`config.mk`:
```
export PLATFORM = sky130hd
export DESIGN_NAME = led_ring_effect_engine_core
export DESIGN_NICKNAME = d
export VERILOG_FILES = /design/src/hdl/lre_pkg.sv /design/src/hdl/led_ring_effect_engine_core.sv
export SDC_FILE = /design/constraint.sdc
export NUM_CORES = 2
export LEC_CHECK = 0
export BUFFER_PORTS_ARGS = -buffer_cell sky130_fd_sc_hd__buf_2
export CORE_ASPECT_RATIO = 0.75
export CORE_MARGIN = 5
export CORE_UTILIZATION = 38
export DETAILED_ROUTE_END_ITERATION = 7
export HOLD_SLACK_MARGIN = 0.03
export PLACE_DENSITY_LB_ADDON = 0.12
export SYNTH_ARGS = -nofsm -noshare
export SYNTH_HDL_FRONTEND = slang
export SYNTH_SLANG_ARGS = --single-unit
```
`constraint.sdc`:
```
create_clock -name clock -period 9.6 [get_ports clock]
set_input_delay 0.48 -clock clock [delete_from_list [all_inputs] [get_ports clock]]
set_output_delay 0.48 -clock clock [all_outputs]
set_load 0.01 [all_outputs]
```
`src/hdl/lre_pkg.sv`:
```
// ----------------------------------------------------------------------------
// LED ring effect engine package
// Shared widths, effect codes, sequencer states and color tables.
// ----------------------------------------------------------------------------
package lre_pkg;

   localparam int LedCount = 12;
   localparam int IdxW     = 4;

   typedef enum logic [3:0] {
      EFF_OFF    = 4'd0,
      EFF_TEST   = 4'd1,
      EFF_ATT    = 4'd2,
      EFF_GYRO   = 4'd3,
      EFF_BLINK  = 4'd4,
      EFF_FLASH  = 4'd5,
      EFF_BREATH = 4'd6,
      EFF_RED    = 4'd7,
      EFF_COLOR  = 4'd8,
      EFF_DOUBLE = 4'd9
   } effect_type;

   typedef enum logic [2:0] {
      ST_IDLE,
      ST_PREP,
      ST_SQ_P,
      ST_SQ_R,
      ST_LOAD,
      ST_WALK,
      ST_EMIT
   } state_type;

   function automatic logic [23:0] palette_color(input logic [3:0] i);
      case (i)
         4'd1:    palette_color = {8'd32, 8'd32, 8'd32};
         4'd2:    palette_color = {8'd0, 8'd64, 8'd0};
         4'd3:    palette_color = {8'd0, 8'd0, 8'd64};
         4'd4:    palette_color = {8'd64, 8'd0, 8'd0};
         4'd5:    palette_color = {8'd0, 8'd64, 8'd64};
         4'd6:    palette_color = {8'd64, 8'd64, 8'd0};
         4'd7:    palette_color = {8'd64, 8'd0, 8'd64};
         4'd8:    palette_color = {8'd0, 8'd64, 8'd0};
         default: palette_color = 24'd0;
      endcase
   endfunction

   // Colors are packed {third, second, first}.
   function automatic logic [23:0] red_color(input logic [3:0] i);
      case (i)
         4'd0:    red_color = {8'd0, 8'd128, 8'd0};
         4'd1:    red_color = {8'd0, 8'd64, 8'd0};
         4'd2:    red_color = {8'd0, 8'd32, 8'd0};
         4'd3:    red_color = {8'd0, 8'h04, 8'd0};
         4'd4:    red_color = {8'd0, 8'd2, 8'd0};
         4'd5:    red_color = {8'd0, 8'd1, 8'd0};
         default: red_color = 24'd0;
      endcase
   endfunction

   function automatic logic [23:0] spin_color(input logic [3:0] i);
      case (i)
         4'd0:    spin_color = {8'd32, 8'd0, 8'd0};
         4'd1:    spin_color = {8'd16, 8'd0, 8'd0};
         4'd2:    spin_color = {8'd8, 8'd0, 8'd0};
         4'd3:    spin_color = {8'd4, 8'd0, 8'd0};
         4'd4:    spin_color = {8'd16, 8'd16, 8'd16};
         4'd5:    spin_color = {8'd8, 8'd8, 8'd8};
         4'd6:    spin_color = {8'd4, 8'd4, 8'd4};
         4'd7:    spin_color = {8'd0, 8'd32, 8'd0};
         4'd8:    spin_color = {8'd0, 8'd16, 8'd0};
         4'd9:    spin_color = {8'd0, 8'd8, 8'd0};
         4'd10:   spin_color = {8'd0, 8'd4, 8'd0};
         4'd11:   spin_color = {8'd0, 8'd2, 8'd0};
         default: spin_color = 24'd0;
      endcase
   endfunction

endpackage

```
`src/hdl/led_ring_effect_engine_core.sv`:
```
// ----------------------------------------------------------------------------
// LED ring effect engine core
// Per tick request: update effect state, walk the ring once, emit 12 LEDs.
// ----------------------------------------------------------------------------
// Sequence: the request is accepted in IDLE, PREP updates the effect counters,
// attitude squares pitch then roll on one shared multiplier (SQ_P, SQ_R), LOAD
// fills the ring stores on an effect change, WALK steps the ring, EMIT offers the
// LEDs; a new request is taken only once the last LED is accepted.
// Reset: synchronous; stores, effect state and headlight clear to zero.
module led_ring_effect_engine_core (
   input  logic        clock,
   input  logic        reset,
   input  logic        req_tvalid,
   output logic        req_tready,
   // [3:0] effect_request, [20:4] pitch_angle, [37:21] roll_angle,
   // [53:38] rate_x, [69:54] rate_y, [85:70] rate_z, [87:86] zero
   input  logic [87:0] req_tdata,
   output logic        rsp_tvalid,
   input  logic        rsp_tready,
   // [3:0] led_index, [11:4] byte_first, [19:12] byte_second,
   // [27:20] byte_third, [28] headlight, [31:29] zero
   output logic [31:0] rsp_tdata,
   output logic        rsp_tlast
);

   localparam logic [3:0] LastIdx = 4'(lre_pkg::LedCount - 1);

   lre_pkg::state_type state_ff, state_in;
   logic [3:0]  idx_ff, idx_in;
   logic [23:0] frame_ff [lre_pkg::LedCount];
   logic [23:0] spa_ff [lre_pkg::LedCount];
   logic [23:0] spb_ff [lre_pkg::LedCount];
   logic [23:0] wrap_ff;
   logic [3:0]  active_ff;
   logic        rst_ff;
   logic [3:0]  pal_idx_ff, pal_cnt_ff, pal_use_ff;
   logic [4:0]  lamp_cnt_ff, blink_ff;
   logic        lamp_tog_ff, lamp_out_ff;
   logic [5:0]  br_lvl_ff;
   logic        br_up_ff;
   logic [2:0]  br_mask_ff;
   logic        blink_on_ff;
   logic [16:0] pitch_ff, roll_ff;
   logic [15:0] rx_ff, ry_ff, rz_ff;
   logic [13:0] mul_a;
   logic [27:0] mul_q;
   logic [8:0]  sq_p_ff, sq_r_ff;   // integer magnitude, at most 400
   logic        neg_p_ff, neg_r_ff;
   logic [7:0]  up_b, dn_b, rp_b, rn_b;
   logic [7:0]  gz, gy, gx;

   // Clamp a Q8.8 angle to +-20 deg and return its magnitude.
   function automatic logic [13:0] clamp_mag(input logic [16:0] v);
      logic [16:0] a;
      a = v[16] ? 17'(-v) : v;
      clamp_mag = (a > 17'd5120) ? 14'd5120 : a[13:0];
   endfunction

   function automatic logic [7:0] rate_b(input logic [15:0] v);
      logic [15:0] a;
      a = v[15] ? 16'(-v) : v;
      rate_b = (a >= 16'd510) ? 8'd255 : a[8:1];
   endfunction

   // 10 + s or 10 - s saturated to 0..255, s = +-mag.
   function automatic logic [7:0] att_b(input logic neg, input logic [8:0] mag);
      logic [9:0] t;
      if (neg) begin
         t = (mag > 9'd10) ? 10'd0 : 10'(10 - mag);
      end else begin
         t = 10'(mag) + 10'd10;
      end
      att_b = (t > 10'd255) ? 8'd255 : t[7:0];
   endfunction

   // The one shared multiplier squares pitch, then roll.
   assign mul_a = (state_ff == lre_pkg::ST_SQ_P) ? clamp_mag(pitch_ff) : clamp_mag(roll_ff);
   assign mul_q = mul_a * mul_a;

   // Pitch is negated before use.
   assign up_b = att_b(!neg_p_ff, sq_p_ff);
   assign dn_b = att_b(neg_p_ff, sq_p_ff);
   assign rp_b = att_b(neg_r_ff, sq_r_ff);
   assign rn_b = att_b(!neg_r_ff, sq_r_ff);
   assign gz = rate_b(rz_ff);
   assign gy = rate_b(ry_ff);
   assign gx = rate_b(rx_ff);

   always_ff @(posedge clock) begin
      if (reset) begin
         state_ff <= lre_pkg::ST_IDLE;
      end else begin
         state_ff <= state_in;
      end
   end

   always_comb begin
      state_in = state_ff;
      idx_in = idx_ff;
      req_tready = 1'b0;
      rsp_tvalid = 1'b0;
      case (state_ff)
         lre_pkg::ST_IDLE: begin
            req_tready = 1'b1;
            idx_in = 4'd0;
            if (req_tvalid) begin
               state_in = lre_pkg::ST_PREP;
            end
         end
         lre_pkg::ST_PREP: begin
            state_in = (active_ff == lre_pkg::EFF_ATT) ? lre_pkg::ST_SQ_P
                                                       : lre_pkg::ST_LOAD;
         end
         lre_pkg::ST_SQ_P: state_in = lre_pkg::ST_SQ_R;
         lre_pkg::ST_SQ_R: state_in = lre_pkg::ST_LOAD;
         lre_pkg::ST_LOAD: state_in = lre_pkg::ST_WALK;
         lre_pkg::ST_WALK: begin
            idx_in = idx_ff + 4'd1;
            if (idx_ff == LastIdx) begin
               idx_in = 4'd0;
               state_in = lre_pkg::ST_EMIT;
            end
         end
         lre_pkg::ST_EMIT: begin
            rsp_tvalid = 1'b1;
            if (rsp_tready) begin
               idx_in = idx_ff + 4'd1;
               if (idx_ff == LastIdx) begin
                  state_in = lre_pkg::ST_IDLE;
               end
            end
         end
         default: state_in = lre_pkg::ST_IDLE;
      endcase
   end

   // Control state: effect selection and per-effect counters.
   always_ff @(posedge clock) begin
      if (reset) begin
         idx_ff <= 4'd0;
         active_ff <= 4'd0;
         rst_ff <= 1'b0;
         pal_idx_ff <= 4'd0;
         pal_cnt_ff <= 4'd0;
         pal_use_ff <= 4'd0;
         lamp_cnt_ff <= 5'd0;
         lamp_tog_ff <= 1'b0;
         lamp_out_ff <= 1'b0;
         blink_ff <= 5'd0;
         blink_on_ff <= 1'b0;
         br_lvl_ff <= 6'd0;
         br_up_ff <= 1'b0;
         br_mask_ff <= 3'd0;
      end else begin
         idx_ff <= idx_in;
         if (state_ff == lre_pkg::ST_IDLE && req_tvalid) begin
            if (req_tdata[3:0] <= 4'd9) begin
               active_ff <= req_tdata[3:0];
               rst_ff <= req_tdata[3:0] != active_ff;
            end else begin
               rst_ff <= 1'b0;
            end
         end
         if (state_ff == lre_pkg::ST_PREP) begin
            case (active_ff)
               lre_pkg::EFF_OFF: lamp_out_ff <= 1'b0;
               lre_pkg::EFF_FLASH: lamp_out_ff <= 1'b1;
               lre_pkg::EFF_TEST: begin
                  logic [3:0] pi, pc;
                  logic [4:0] lc;
                  logic       lt;
                  pi = rst_ff ? 4'd0 : pal_idx_ff;
                  pc = rst_ff ? 4'd0 : pal_cnt_ff;
                  lc = rst_ff ? 5'd0 : lamp_cnt_ff;
                  lt = rst_ff ? 1'b0 : lamp_tog_ff;
                  if (pi >= 4'd9) pi = 4'd0;
                  pal_use_ff <= pi;
                  pc = pc + 4'd1;
                  if (pc >= 4'd10) begin
                     pc = 4'd0;
                     pi = (pi == 4'd8) ? 4'd0 : pi + 4'd1;
                  end
                  lc = lc + 5'd1;
                  if (lc >= 5'd30) begin
                     lc = 5'd0;
                     lt = !lt;
                  end
                  pal_idx_ff <= pi;
                  pal_cnt_ff <= pc;
                  lamp_cnt_ff <= lc;
                  lamp_tog_ff <= lt;
                  lamp_out_ff <= lt;
               end
               lre_pkg::EFF_BLINK: begin
                  logic [4:0] b;
                  b = rst_ff ? 5'd0 : blink_ff;
                  blink_on_ff <= (b < 5'd10) && b[0];
                  b = b + 5'd1;
                  blink_ff <= (b >= 5'd20) ? 5'd0 : b;
               end
               lre_pkg::EFF_BREATH: begin
                  logic [5:0] l;
                  logic       u;
                  logic [2:0] m;
                  l = rst_ff ? 6'd0 : br_lvl_ff;
                  u = rst_ff ? 1'b1 : br_up_ff;
                  m = rst_ff ? 3'd1 : br_mask_ff;
                  if (u) begin
                     l = l + 6'd1;
                     if (l > 6'd30) u = 1'b0;
                  end else begin
                     if (l != 6'd0) l = l - 6'd1;
                     if (l == 6'd0) begin
                        u = 1'b1;
                        m = m + 3'd1;
                        if (m == 3'd0) m = 3'd1;
                     end
                  end
                  br_lvl_ff <= l;
                  br_up_ff <= u;
                  br_mask_ff <= m;
               end
               default: ;
            endcase
         end
      end
   end

   // Payload: sampled inputs, squares and the three ring stores.
   always_ff @(posedge clock) begin
      logic [7:0]  v;
      logic [23:0] f;
      v = 8'(10'(br_lvl_ff) * 10'd3);
      if (reset) begin
         for (int i = 0; i < lre_pkg::LedCount; i++) begin
            frame_ff[i] <= 24'd0;
            spa_ff[i] <= 24'd0;
            spb_ff[i] <= 24'd0;
         end
      end else begin
         if (state_ff == lre_pkg::ST_IDLE && req_tvalid) begin
            pitch_ff <= req_tdata[20:4];
            roll_ff <= req_tdata[37:21];
            rx_ff <= req_tdata[53:38];
            ry_ff <= req_tdata[69:54];
            rz_ff <= req_tdata[85:70];
         end
         if (state_ff == lre_pkg::ST_SQ_P) begin
            sq_p_ff <= mul_q[24:16];
            neg_p_ff <= pitch_ff[16];
         end
         if (state_ff == lre_pkg::ST_SQ_R) begin
            sq_r_ff <= mul_q[24:16];
            neg_r_ff <= roll_ff[16];
         end
         // Entry loads on an effect change: attitude clears the frame, spin effects load colors.
         if (state_ff == lre_pkg::ST_LOAD && rst_ff) begin
            for (int i = 0; i < lre_pkg::LedCount; i++) begin
               case (active_ff)
                  lre_pkg::EFF_ATT: frame_ff[i] <= 24'd0;
                  lre_pkg::EFF_RED: frame_ff[i] <= lre_pkg::red_color(4'(i));
                  lre_pkg::EFF_COLOR: frame_ff[i] <= lre_pkg::spin_color(4'(i));
                  lre_pkg::EFF_DOUBLE: begin
                     spa_ff[i] <= lre_pkg::red_color(4'(i));
                     spb_ff[i] <= lre_pkg::spin_color(
                        4'((lre_pkg::LedCount - i) % lre_pkg::LedCount));
                  end
                  default: ;
               endcase
            end
         end
         // Walk: one LED per cycle through a rotating window. The frame rotates
         // every step and is back in order after twelve. Entry 0 is kept aside
         // so that the red and color spin effects can wrap it to the end on the last step.
         if (state_ff == lre_pkg::ST_WALK) begin
            if (idx_ff == 4'd0) begin
               wrap_ff <= frame_ff[0];
            end
            f = frame_ff[0];
            case (active_ff)
               lre_pkg::EFF_OFF: f = 24'd0;
               lre_pkg::EFF_TEST: f = lre_pkg::palette_color(pal_use_ff);
               lre_pkg::EFF_ATT: begin
                  if (idx_ff >= 4'd8 && idx_ff <= 4'd10) f[7:0] = up_b;
                  if (idx_ff >= 4'd2 && idx_ff <= 4'd4) f[7:0] = dn_b;
                  if (idx_ff >= 4'd5 && idx_ff <= 4'd7) f[23:16] = rn_b;
                  if (idx_ff == 4'd11 || idx_ff <= 4'd1) f[23:16] = rp_b;
               end
               lre_pkg::EFF_GYRO: f = {gx, gy, gz};
               lre_pkg::EFF_BLINK: f = blink_on_ff ? {8'd255, 16'd0} : 24'd0;
               lre_pkg::EFF_FLASH: f = 24'hFFFFFF;
               lre_pkg::EFF_BREATH:
                  f = {br_mask_ff[2] ? v : 8'd0, br_mask_ff[1] ? v : 8'd0,
                       br_mask_ff[0] ? v : 8'd0};
               lre_pkg::EFF_RED, lre_pkg::EFF_COLOR:
                  f = (idx_ff == LastIdx) ? wrap_ff : frame_ff[1];
               lre_pkg::EFF_DOUBLE: begin
                  // a shifted down: entry i+1; b shifted up: entry i-1.
                  f = {8'((9'(spa_ff[1][23:16]) + 9'(spb_ff[11][23:16])) >> 1),
                       8'((9'(spa_ff[1][15:8]) + 9'(spb_ff[11][15:8])) >> 1),
                       8'((9'(spa_ff[1][7:0]) + 9'(spb_ff[11][7:0])) >> 1)};
               end
               default: ;
            endcase
            for (int i = 0; i < lre_pkg::LedCount - 1; i++) begin
               frame_ff[i] <= frame_ff[i + 1];
            end
            frame_ff[lre_pkg::LedCount - 1] <= f;
            if (active_ff == lre_pkg::EFF_DOUBLE) begin
               if (idx_ff == LastIdx) begin
                  // After eleven steps store b already sits one place up;
                  // store a skips two places to end one place down.
                  for (int i = 0; i < lre_pkg::LedCount; i++) begin
                     spa_ff[i] <= spa_ff[(i + 2) % lre_pkg::LedCount];
                  end
               end else begin
                  for (int i = 0; i < lre_pkg::LedCount - 1; i++) begin
                     spa_ff[i] <= spa_ff[i + 1];
                     spb_ff[i] <= spb_ff[i + 1];
                  end
                  spa_ff[lre_pkg::LedCount - 1] <= spa_ff[0];
                  spb_ff[lre_pkg::LedCount - 1] <= spb_ff[0];
               end
            end
         end
         if (state_ff == lre_pkg::ST_EMIT && rsp_tready) begin
            for (int i = 0; i < lre_pkg::LedCount - 1; i++) begin
               frame_ff[i] <= frame_ff[i + 1];
            end
            frame_ff[lre_pkg::LedCount - 1] <= frame_ff[0];
         end
      end
   end

   assign rsp_tdata = {3'd0, lamp_out_ff, frame_ff[0], idx_ff};
   assign rsp_tlast = idx_ff == LastIdx;

`ifndef SYNTHESIS
   a_busy_no_ready: assert property (@(posedge clock) disable iff (reset)
      state_ff != lre_pkg::ST_IDLE |-> !req_tready)
      else $error("ready while busy");
   a_last_ends: assert property (@(posedge clock) disable iff (reset)
      rsp_tvalid && rsp_tready && rsp_tlast |=> state_ff == lre_pkg::ST_IDLE)
      else $error("frame did not end on last LED");
   a_flash_lamp: assert property (@(posedge clock) disable iff (reset)
      rsp_tvalid && active_ff == lre_pkg::EFF_FLASH |-> rsp_tdata[28])
      else $error("flashlight without headlight");
`endif

endmodule
```
**Yosys cells after proc, flatten, opt, wreduce, memory -nomap -nowiden**

Memory sizes are Yosys's and may differ from the RTL's. A register that Yosys moved wholly into a read port is not among the register bits.
Cells that the tools add are included.

- Register bits after elaboration: 173
- Memory bits (writable): 864
- ROM bits: 96
- Input bits: 92
- Output and inout port bits: 35
- Word-level logic and storage cells: 591
- Memories: 4

- Add/sub/neg operators: 20
- Multipliers: 2
- Magnitude comparators: 25
- Equality and inequality tests: 22
- Multiplexer cells: 343
- Bitwise operators: 121
- Reduce and logical (&&, ||, !) cells: 29

Memories:

| name | words | bits a word | read ports | clocked after memory_dff | write ports | RTL line | text |
|---|---|---|---|---|---|---|---|
| frame_ff | 12 | 24 | 12 | 0 | 12 | led_ring_effect_engine_core.sv:30 | `logic [23:0] frame_ff [lre_pkg::LedCount];` |
| spa_ff | 12 | 24 | 12 | 0 | 12 | led_ring_effect_engine_core.sv:31 | `logic [23:0] spa_ff [lre_pkg::LedCount];` |
| spb_ff | 12 | 24 | 12 | 0 | 12 | led_ring_effect_engine_core.sv:32 | `logic [23:0] spb_ff [lre_pkg::LedCount];` |
| (no name shown) | 16 | 6 | 1 | 1 | 0 | lre_pkg.sv:34 | `case (i)` |

Operators by type and width:

| operator | number |
|---|---|
| 24-bit 2-to-1 mux | 227 |
| 8-bit 2-to-1 mux | 20 |
| 8-bit case mux with 9 select lines | 2 |
| 1-bit OR | 120 |
| 8-bit case mux with 8 select lines | 1 |
| 10-bit 2-to-1 mux | 6 |
| 4-bit 2-to-1 mux | 13 |
| 16-bit by 9-bit greater-or-equal comparator with 1-bit output (second input constant) | 3 |
| 16-bit 2-to-1 mux | 3 |
| 16-bit negator | 3 |
| 1-bit 2-to-1 mux | 43 |
| 14-bit 2-to-1 mux | 3 |
| 6-bit 2-to-1 mux | 7 |
| 10-bit by 8-bit > comparator with 1-bit output (second input constant) | 4 |
| 17-bit by 13-bit > comparator with 1-bit output (second input constant) | 2 |
| 17-bit 2-to-1 mux | 2 |
| 17-bit negator | 2 |
| 8-bit by 8-bit adder with 9-bit output | 3 |
| 3-bit 2-to-1 mux | 9 |
| 14-bit by 14-bit multiplier with 25-bit output | 1 |
| 3-bit case mux with 7 select lines | 1 |
| 9-bit by 4-bit adder with 10-bit output (second input constant) | 2 |
| 5-bit 2-to-1 mux | 4 |
| 4-bit by 9-bit subtractor with 10-bit output (first input constant) | 2 |
| 40 further kinds | 79 |

**Longest topological paths before layout**

- Word-level depth: 12
- Mapped depth: 35
- Depth with buffers taken out: 34

**Worst setup path before layout**

Ideal clock, no wire load.

- Kind: register -> register
- Start: register pitch_ff[0]
- End: register sq_p_ff[8], data pin
- Setup time: 266 ps
- Arrival: 8091 ps
- Required time: 9334 ps
- Slack: 1242 ps
- Cell stages (with the launch flop): 31
- Buffers on the path: 2
- Clock period less this slack: 8358 ps
- Path through: edfxtp_1 > inv_1 > ha_1 > or4b_1 > buf_2 > o41ai_2 > o32ai_1 > a2111oi_0 > o211ai_2 > buf_2 > o22ai_1 > inv_2 > nand2_1 > fa_1 > fa_1 > inv_1 > fa_1 > fa_1 > fa_1 > fa_1 > ha_1 > a21o_1 > a21oi_1 > o21ai_0 > a21oi_1 > o31a_1 > o21ai_0 > a21boi_0 > a21oi_4 > a211oi_1 > xnor2_1

- Longest elaborated chain between the ends: 6

Ends and longest elaborated chain:

| element | RTL line | text |
|---|---|---|
| from (decl) | led_ring_effect_engine_core.sv:43 | `logic [16:0] pitch_ff, roll_ff;` |
| from (signal assigned) | led_ring_effect_engine_core.sv:242 | `pitch_ff <= req_tdata[20:4];` |
| 17-bit negator | led_ring_effect_engine_core.sv:55 | `a = v[16] ? 17'(-v) : v;` |
| 17-bit 2-to-1 mux * | led_ring_effect_engine_core.sv:55 |  |
| 17-bit by 13-bit > comparator with 1-bit output | led_ring_effect_engine_core.sv:56 | `clamp_mag = (a > 17'd5120) ? 14'd5120 : a[13:0];` |
| 14-bit 2-to-1 mux * | led_ring_effect_engine_core.sv:56 |  |
| 14-bit 2-to-1 mux * | led_ring_effect_engine_core.sv:77 | `assign mul_a = (state_ff == lre_pkg::ST_SQ_P) ? clamp_mag(pitch_ff) : clamp_mag(roll_ff);` |
| 14-bit by 14-bit multiplier with 25-bit output * | led_ring_effect_engine_core.sv:78 | `assign mul_q = mul_a * mul_a;` |
| via mul_q[24] | led_ring_effect_engine_core.sv:46 | `logic [27:0] mul_q;` |
| to (signal assigned) | led_ring_effect_engine_core.sv:249 | `sq_p_ff <= mul_q[24:16];` |
| to (decl) | led_ring_effect_engine_core.sv:47 | `logic [8:0] sq_p_ff, sq_r_ff;` |

Mark *: on every way through the listed nets, which the timed path passes. The rest lies on a longest branch.
A chain may end at the register's enable or synchronous reset.

**Worst setup path after layout**

- Start: register roll_ff[0]
- End: register sq_r_ff[8], data pin

- Longest elaborated chain between the ends: 6

Ends and longest elaborated chain:

| element | RTL line | text |
|---|---|---|
| from (decl) | led_ring_effect_engine_core.sv:43 |  |
| from (signal assigned) | led_ring_effect_engine_core.sv:243 | `roll_ff <= req_tdata[37:21];` |
| 17-bit negator | led_ring_effect_engine_core.sv:55 |  |
| 17-bit 2-to-1 mux * | led_ring_effect_engine_core.sv:55 |  |
| 17-bit by 13-bit > comparator with 1-bit output | led_ring_effect_engine_core.sv:56 |  |
| 14-bit 2-to-1 mux * | led_ring_effect_engine_core.sv:56 |  |
| 14-bit 2-to-1 mux * | led_ring_effect_engine_core.sv:77 |  |
| 14-bit by 14-bit multiplier with 25-bit output * | led_ring_effect_engine_core.sv:78 |  |
| via mul_q[24] | led_ring_effect_engine_core.sv:46 |  |
| to (signal assigned) | led_ring_effect_engine_core.sv:253 | `sq_r_ff <= mul_q[24:16];` |
| to (decl) | led_ring_effect_engine_core.sv:47 |  |

Marks and branches as above.

==> metrics <==
outcome=finished clean; Pins Over Slew Limit=0; number of cells after detailed placement=5673; crit path kind=register to register; Synth Warn #=0; Antenna Violating Nets Remaining=0; signed area change from the synthesized netlist to the final layout=13.04%; Power, Total=10390 uW; start point of the critical path=roll_ff[0]; via count of the first global-routing pass=roughly 30000; main area contributors after synthesis=sky130_fd_sc_hd__edfxtp_1 58%, sky130_fd_sc_hd__a22o_1 4.8%, sky130_fd_sc_hd__fa_1 4.7%; final std cells w/o fill=approximately 6000; gate count of the mapped netlist=between 3000 and 4000; number of buffers on the longest clock path=3; CP required=10040 ps; Site Rows=116; leak pwr=0.02305 uW; Min-Delay Startpoint=rsp_tready; share of the yosys chip area belonging to registers=0.6012; Synth top cells by count=990 x sky130_fd_sc_hd__edfxtp_1, 282 x sky130_fd_sc_hd__a22o_1, 282 x sky130_fd_sc_hd__and3_1, 264 x sky130_fd_sc_hd__and2_1, 231 x sky130_fd_sc_hd__clkbuf_1; total wirelength of the detailed-routed design=119600 um; Worst Hold End=state_ff[2]; flip-flop and latch count after synthesis=1041; cell with the most instances after synthesis=sky130_fd_sc_hd__edfxtp_1; detailed-router iteration count before antenna repair=5; GRT Util Overall=0.1646; post-route minimum period=9004 ps; worst-case reg-to-reg path depth=29; antenna violations before repair=2; area of the die=142100 um2; Port Buffer Count=121; ys async rst share=0; number of DRC violations after detailed-routing iteration 0=roughly 3200; path class of the lowest-slack min-delay path=input pin to register; Die Y=327.7 um; TritonCTS clock tree=yes; normalized max-slew margin=0.2425; transition time of the tightest slew-check pin=1136 ps; cell occurring most often along the worst timing path=sky130_fd_sc_hd__fa_1; Achievable Freq=111.1 MHz; post-layout net count=4452; CP Data Arrival Time=9440 ps; HPWL reported at the end of detailed placement=75630 um; Routed WL per cell=approximately 20 um; library cell occupying the most area in the post-synthesis netlist=sky130_fd_sc_hd__edfxtp_1; largest stage delay on the critical path=approximately 680 ps; final estimated routing congestion in global placement=0.8778; maximum number of pins on one net before global-route repair=274; clock transition time at the flip-flop clock pins of the worst setup and hold paths=~60 ps; slowest cell on the critical path=sky130_fd_sc_hd__or4b_2; Core Area=133500 um2; Setup crit end kind=register; CTS Sinks=1041; Top Ports=127; depth of the worst hold-timing path=4; Worst-Skew Late Latency=between 700 and 800 ps; fraction of the cycle the final worst path needs=0.9379; post-DR vias/cell=5.269; Synth Area per Inst=12.81 um2; clock tree root buffer cell=sky130_fd_sc_hd__clkbuf_16; fraction of final layout cells sized beyond drive strength 1=0.09797; wire length of the first global-routing pass=182900 um; initial standard-cell utilization of the core=0.3830; post-layout util=0.4330; Synth cell types=97; final hold violation count=0; reg-to-reg startpoint=roll_ff[0]; total CTS buffers=~100; worst clock skew=47.00 ps; total number of vias=31400; unrepaired setup endpoints after global routing=no; Worst setup SP type=register; post-route setup TNS=0 ps; total DRC errors in the routed layout=0; global-route congestion overflow total=0; area share of the largest cell type after synthesis=0.5812; capturing point of the worst reg2reg path=sq_r_ff[8]; Die Wd=433.6 um; number of enable flip-flop cells after synthesis=between 900 and 1000; number of maximum-capacitance violations=0; Worst IR Drop VDD=142.9 uV; Mapped Area=51150 um2; predominant post-synthesis flop cell=sky130_fd_sc_hd__edfxtp_1; Pwr Density=179.7 nW/um2; count of H-tree levels built during CTS=3; # fillers=12340; reg-to-reg slack, setup=around 600 ps; final setup violation count=0; largest driver fanout on the critical path=12
[layer usage]
metal / global-route usage / wire [um] / vias up
li1: - / - / 14940
met2: 0.2176 / 46790 / 656
met4: 0.05256 / 3914 / 0
met3: 0.03292 / 6279 / 183
met1: 0.2655 / 62580 / 15620
met5: 0 / 0 / -
[what timing repair did]
item | in CTS | in global routing
hold endpoints to repair | 85 | 0
hold buffers | 85 | 0
setup buffers | 0 | 6
setup endpoints to repair | 0 | 12
gates resized for setup | 0 | 5
[through the flow]
stage | hold WS, ps | setup slack, ps | area, um2
after global routing | 135.8 | 73.27 | 57810
after detailed placement | 450.4 | 184.5 | 53430
final | 162.7 | 596.3 | 57820
after CTS | 107.8 | 161.8 | 57730
after global placement | 453.2 | 372.1 | 53430
after floorplan | 424.4 | 1242 | 51220
[layout make-up]
cell class	instances	area [um2]	share of cell area
antenna	4	10.01	0.0001731
sequential	1041	30750	0.5318
clock inverter	60	723.2	0.01251
multi-input combinational	2466	18550	0.3207
tap	1770	2215	0.03830
clock buffer	131	2734	0.04728
inverter	216	810.8	0.01402
timing repair buffer	271	2032	0.03514
[sequential cells by signal, summed over array words and instances (netlist names), 3 cells and up, named ones only]
register	count
frame_ff	288
spa_ff	288
spb_ff	288
wrap_ff	24
pitch_ff	17
roll_ff	17
rx_ff	16
ry_ff	16
rz_ff	16
sq_p_ff	9
sq_r_ff	9
br_lvl_ff	6
blink_ff	5
lamp_cnt_ff	5
active_ff	4
idx_ff	4
pal_cnt_ff	4
pal_idx_ff	4
pal_use_ff	4
br_mask_ff	3
state_ff	3
[worst max-delay path, delay by kind of cell (launching register included)]
kind / cells / cell delay (ps)
simple gates: 3 / 1100
xor+xnor: 2 / 460
buf+inv: 4 / 660
fa+ha+maj: 8 / 3600
compound gates: 12 / 2460
flops: 1 / 400
[worst max-delay path by stage]
stage / endpoint / slack (ps) / cells past startpoint
6_report: sq_r_ff[8] / 600 / 29
5_1_grt: sq_r_ff[8] / 70 / 30
4_1_cts: sq_p_ff[8] / 160 / 28
3_5_place_dp: sq_r_ff[8] / 180 / 28
3_3_place_gp: sq_r_ff[8] / 370 / 28
2_1_floorplan: sq_p_ff[8] / 1240 / 30
[placed cells by master (no fill, tap or decap), types with 41 or more instances in the layout]
cell                            netlist  layout
sky130_fd_sc_hd__a21o_1              57      57
sky130_fd_sc_hd__a21oi_1            138     138
sky130_fd_sc_hd__a22o_1             282     282
sky130_fd_sc_hd__and2_1             264     264
sky130_fd_sc_hd__and3_1             282     282
sky130_fd_sc_hd__buf_2               12     121
sky130_fd_sc_hd__buf_4               30      58
sky130_fd_sc_hd__clkbuf_16            0     104
sky130_fd_sc_hd__dfxtp_1             51      51
sky130_fd_sc_hd__dlygate4sd3_1        0      85
sky130_fd_sc_hd__edfxtp_1           990     990
sky130_fd_sc_hd__fa_1               119     119
sky130_fd_sc_hd__ha_1               142     142
sky130_fd_sc_hd__inv_1              212     212
sky130_fd_sc_hd__nand2_1            192     191
sky130_fd_sc_hd__nand3_1             41      41
sky130_fd_sc_hd__nor2_1             186     183
sky130_fd_sc_hd__nor3_1              48      46
sky130_fd_sc_hd__o21ai_0            108     108
sky130_fd_sc_hd__xnor2_1             66      66
sky130_fd_sc_hd__xor2_1              51      51
[power by group]
part,switching [uW],internal [uW]
clock,1810,2380
combinational,563,324
sequential,131,5190
[cells by family (layout without fill, tap and decap cells)]
logic type      after synthesis  count (layout)  synth area share
flops                      1041            1041            0.6012
fa+ha+maj                   261             261           0.08131
compound gates              838             838            0.1229
simple gates               1195            1195            0.1280
buf+inv                     503             678           0.03941
mux                          35              35          0.007045
xor+xnor                    117             117           0.02003
other cells                   2              24         0.0001468
Note: power is estimated with default switching activity, not from simulation.
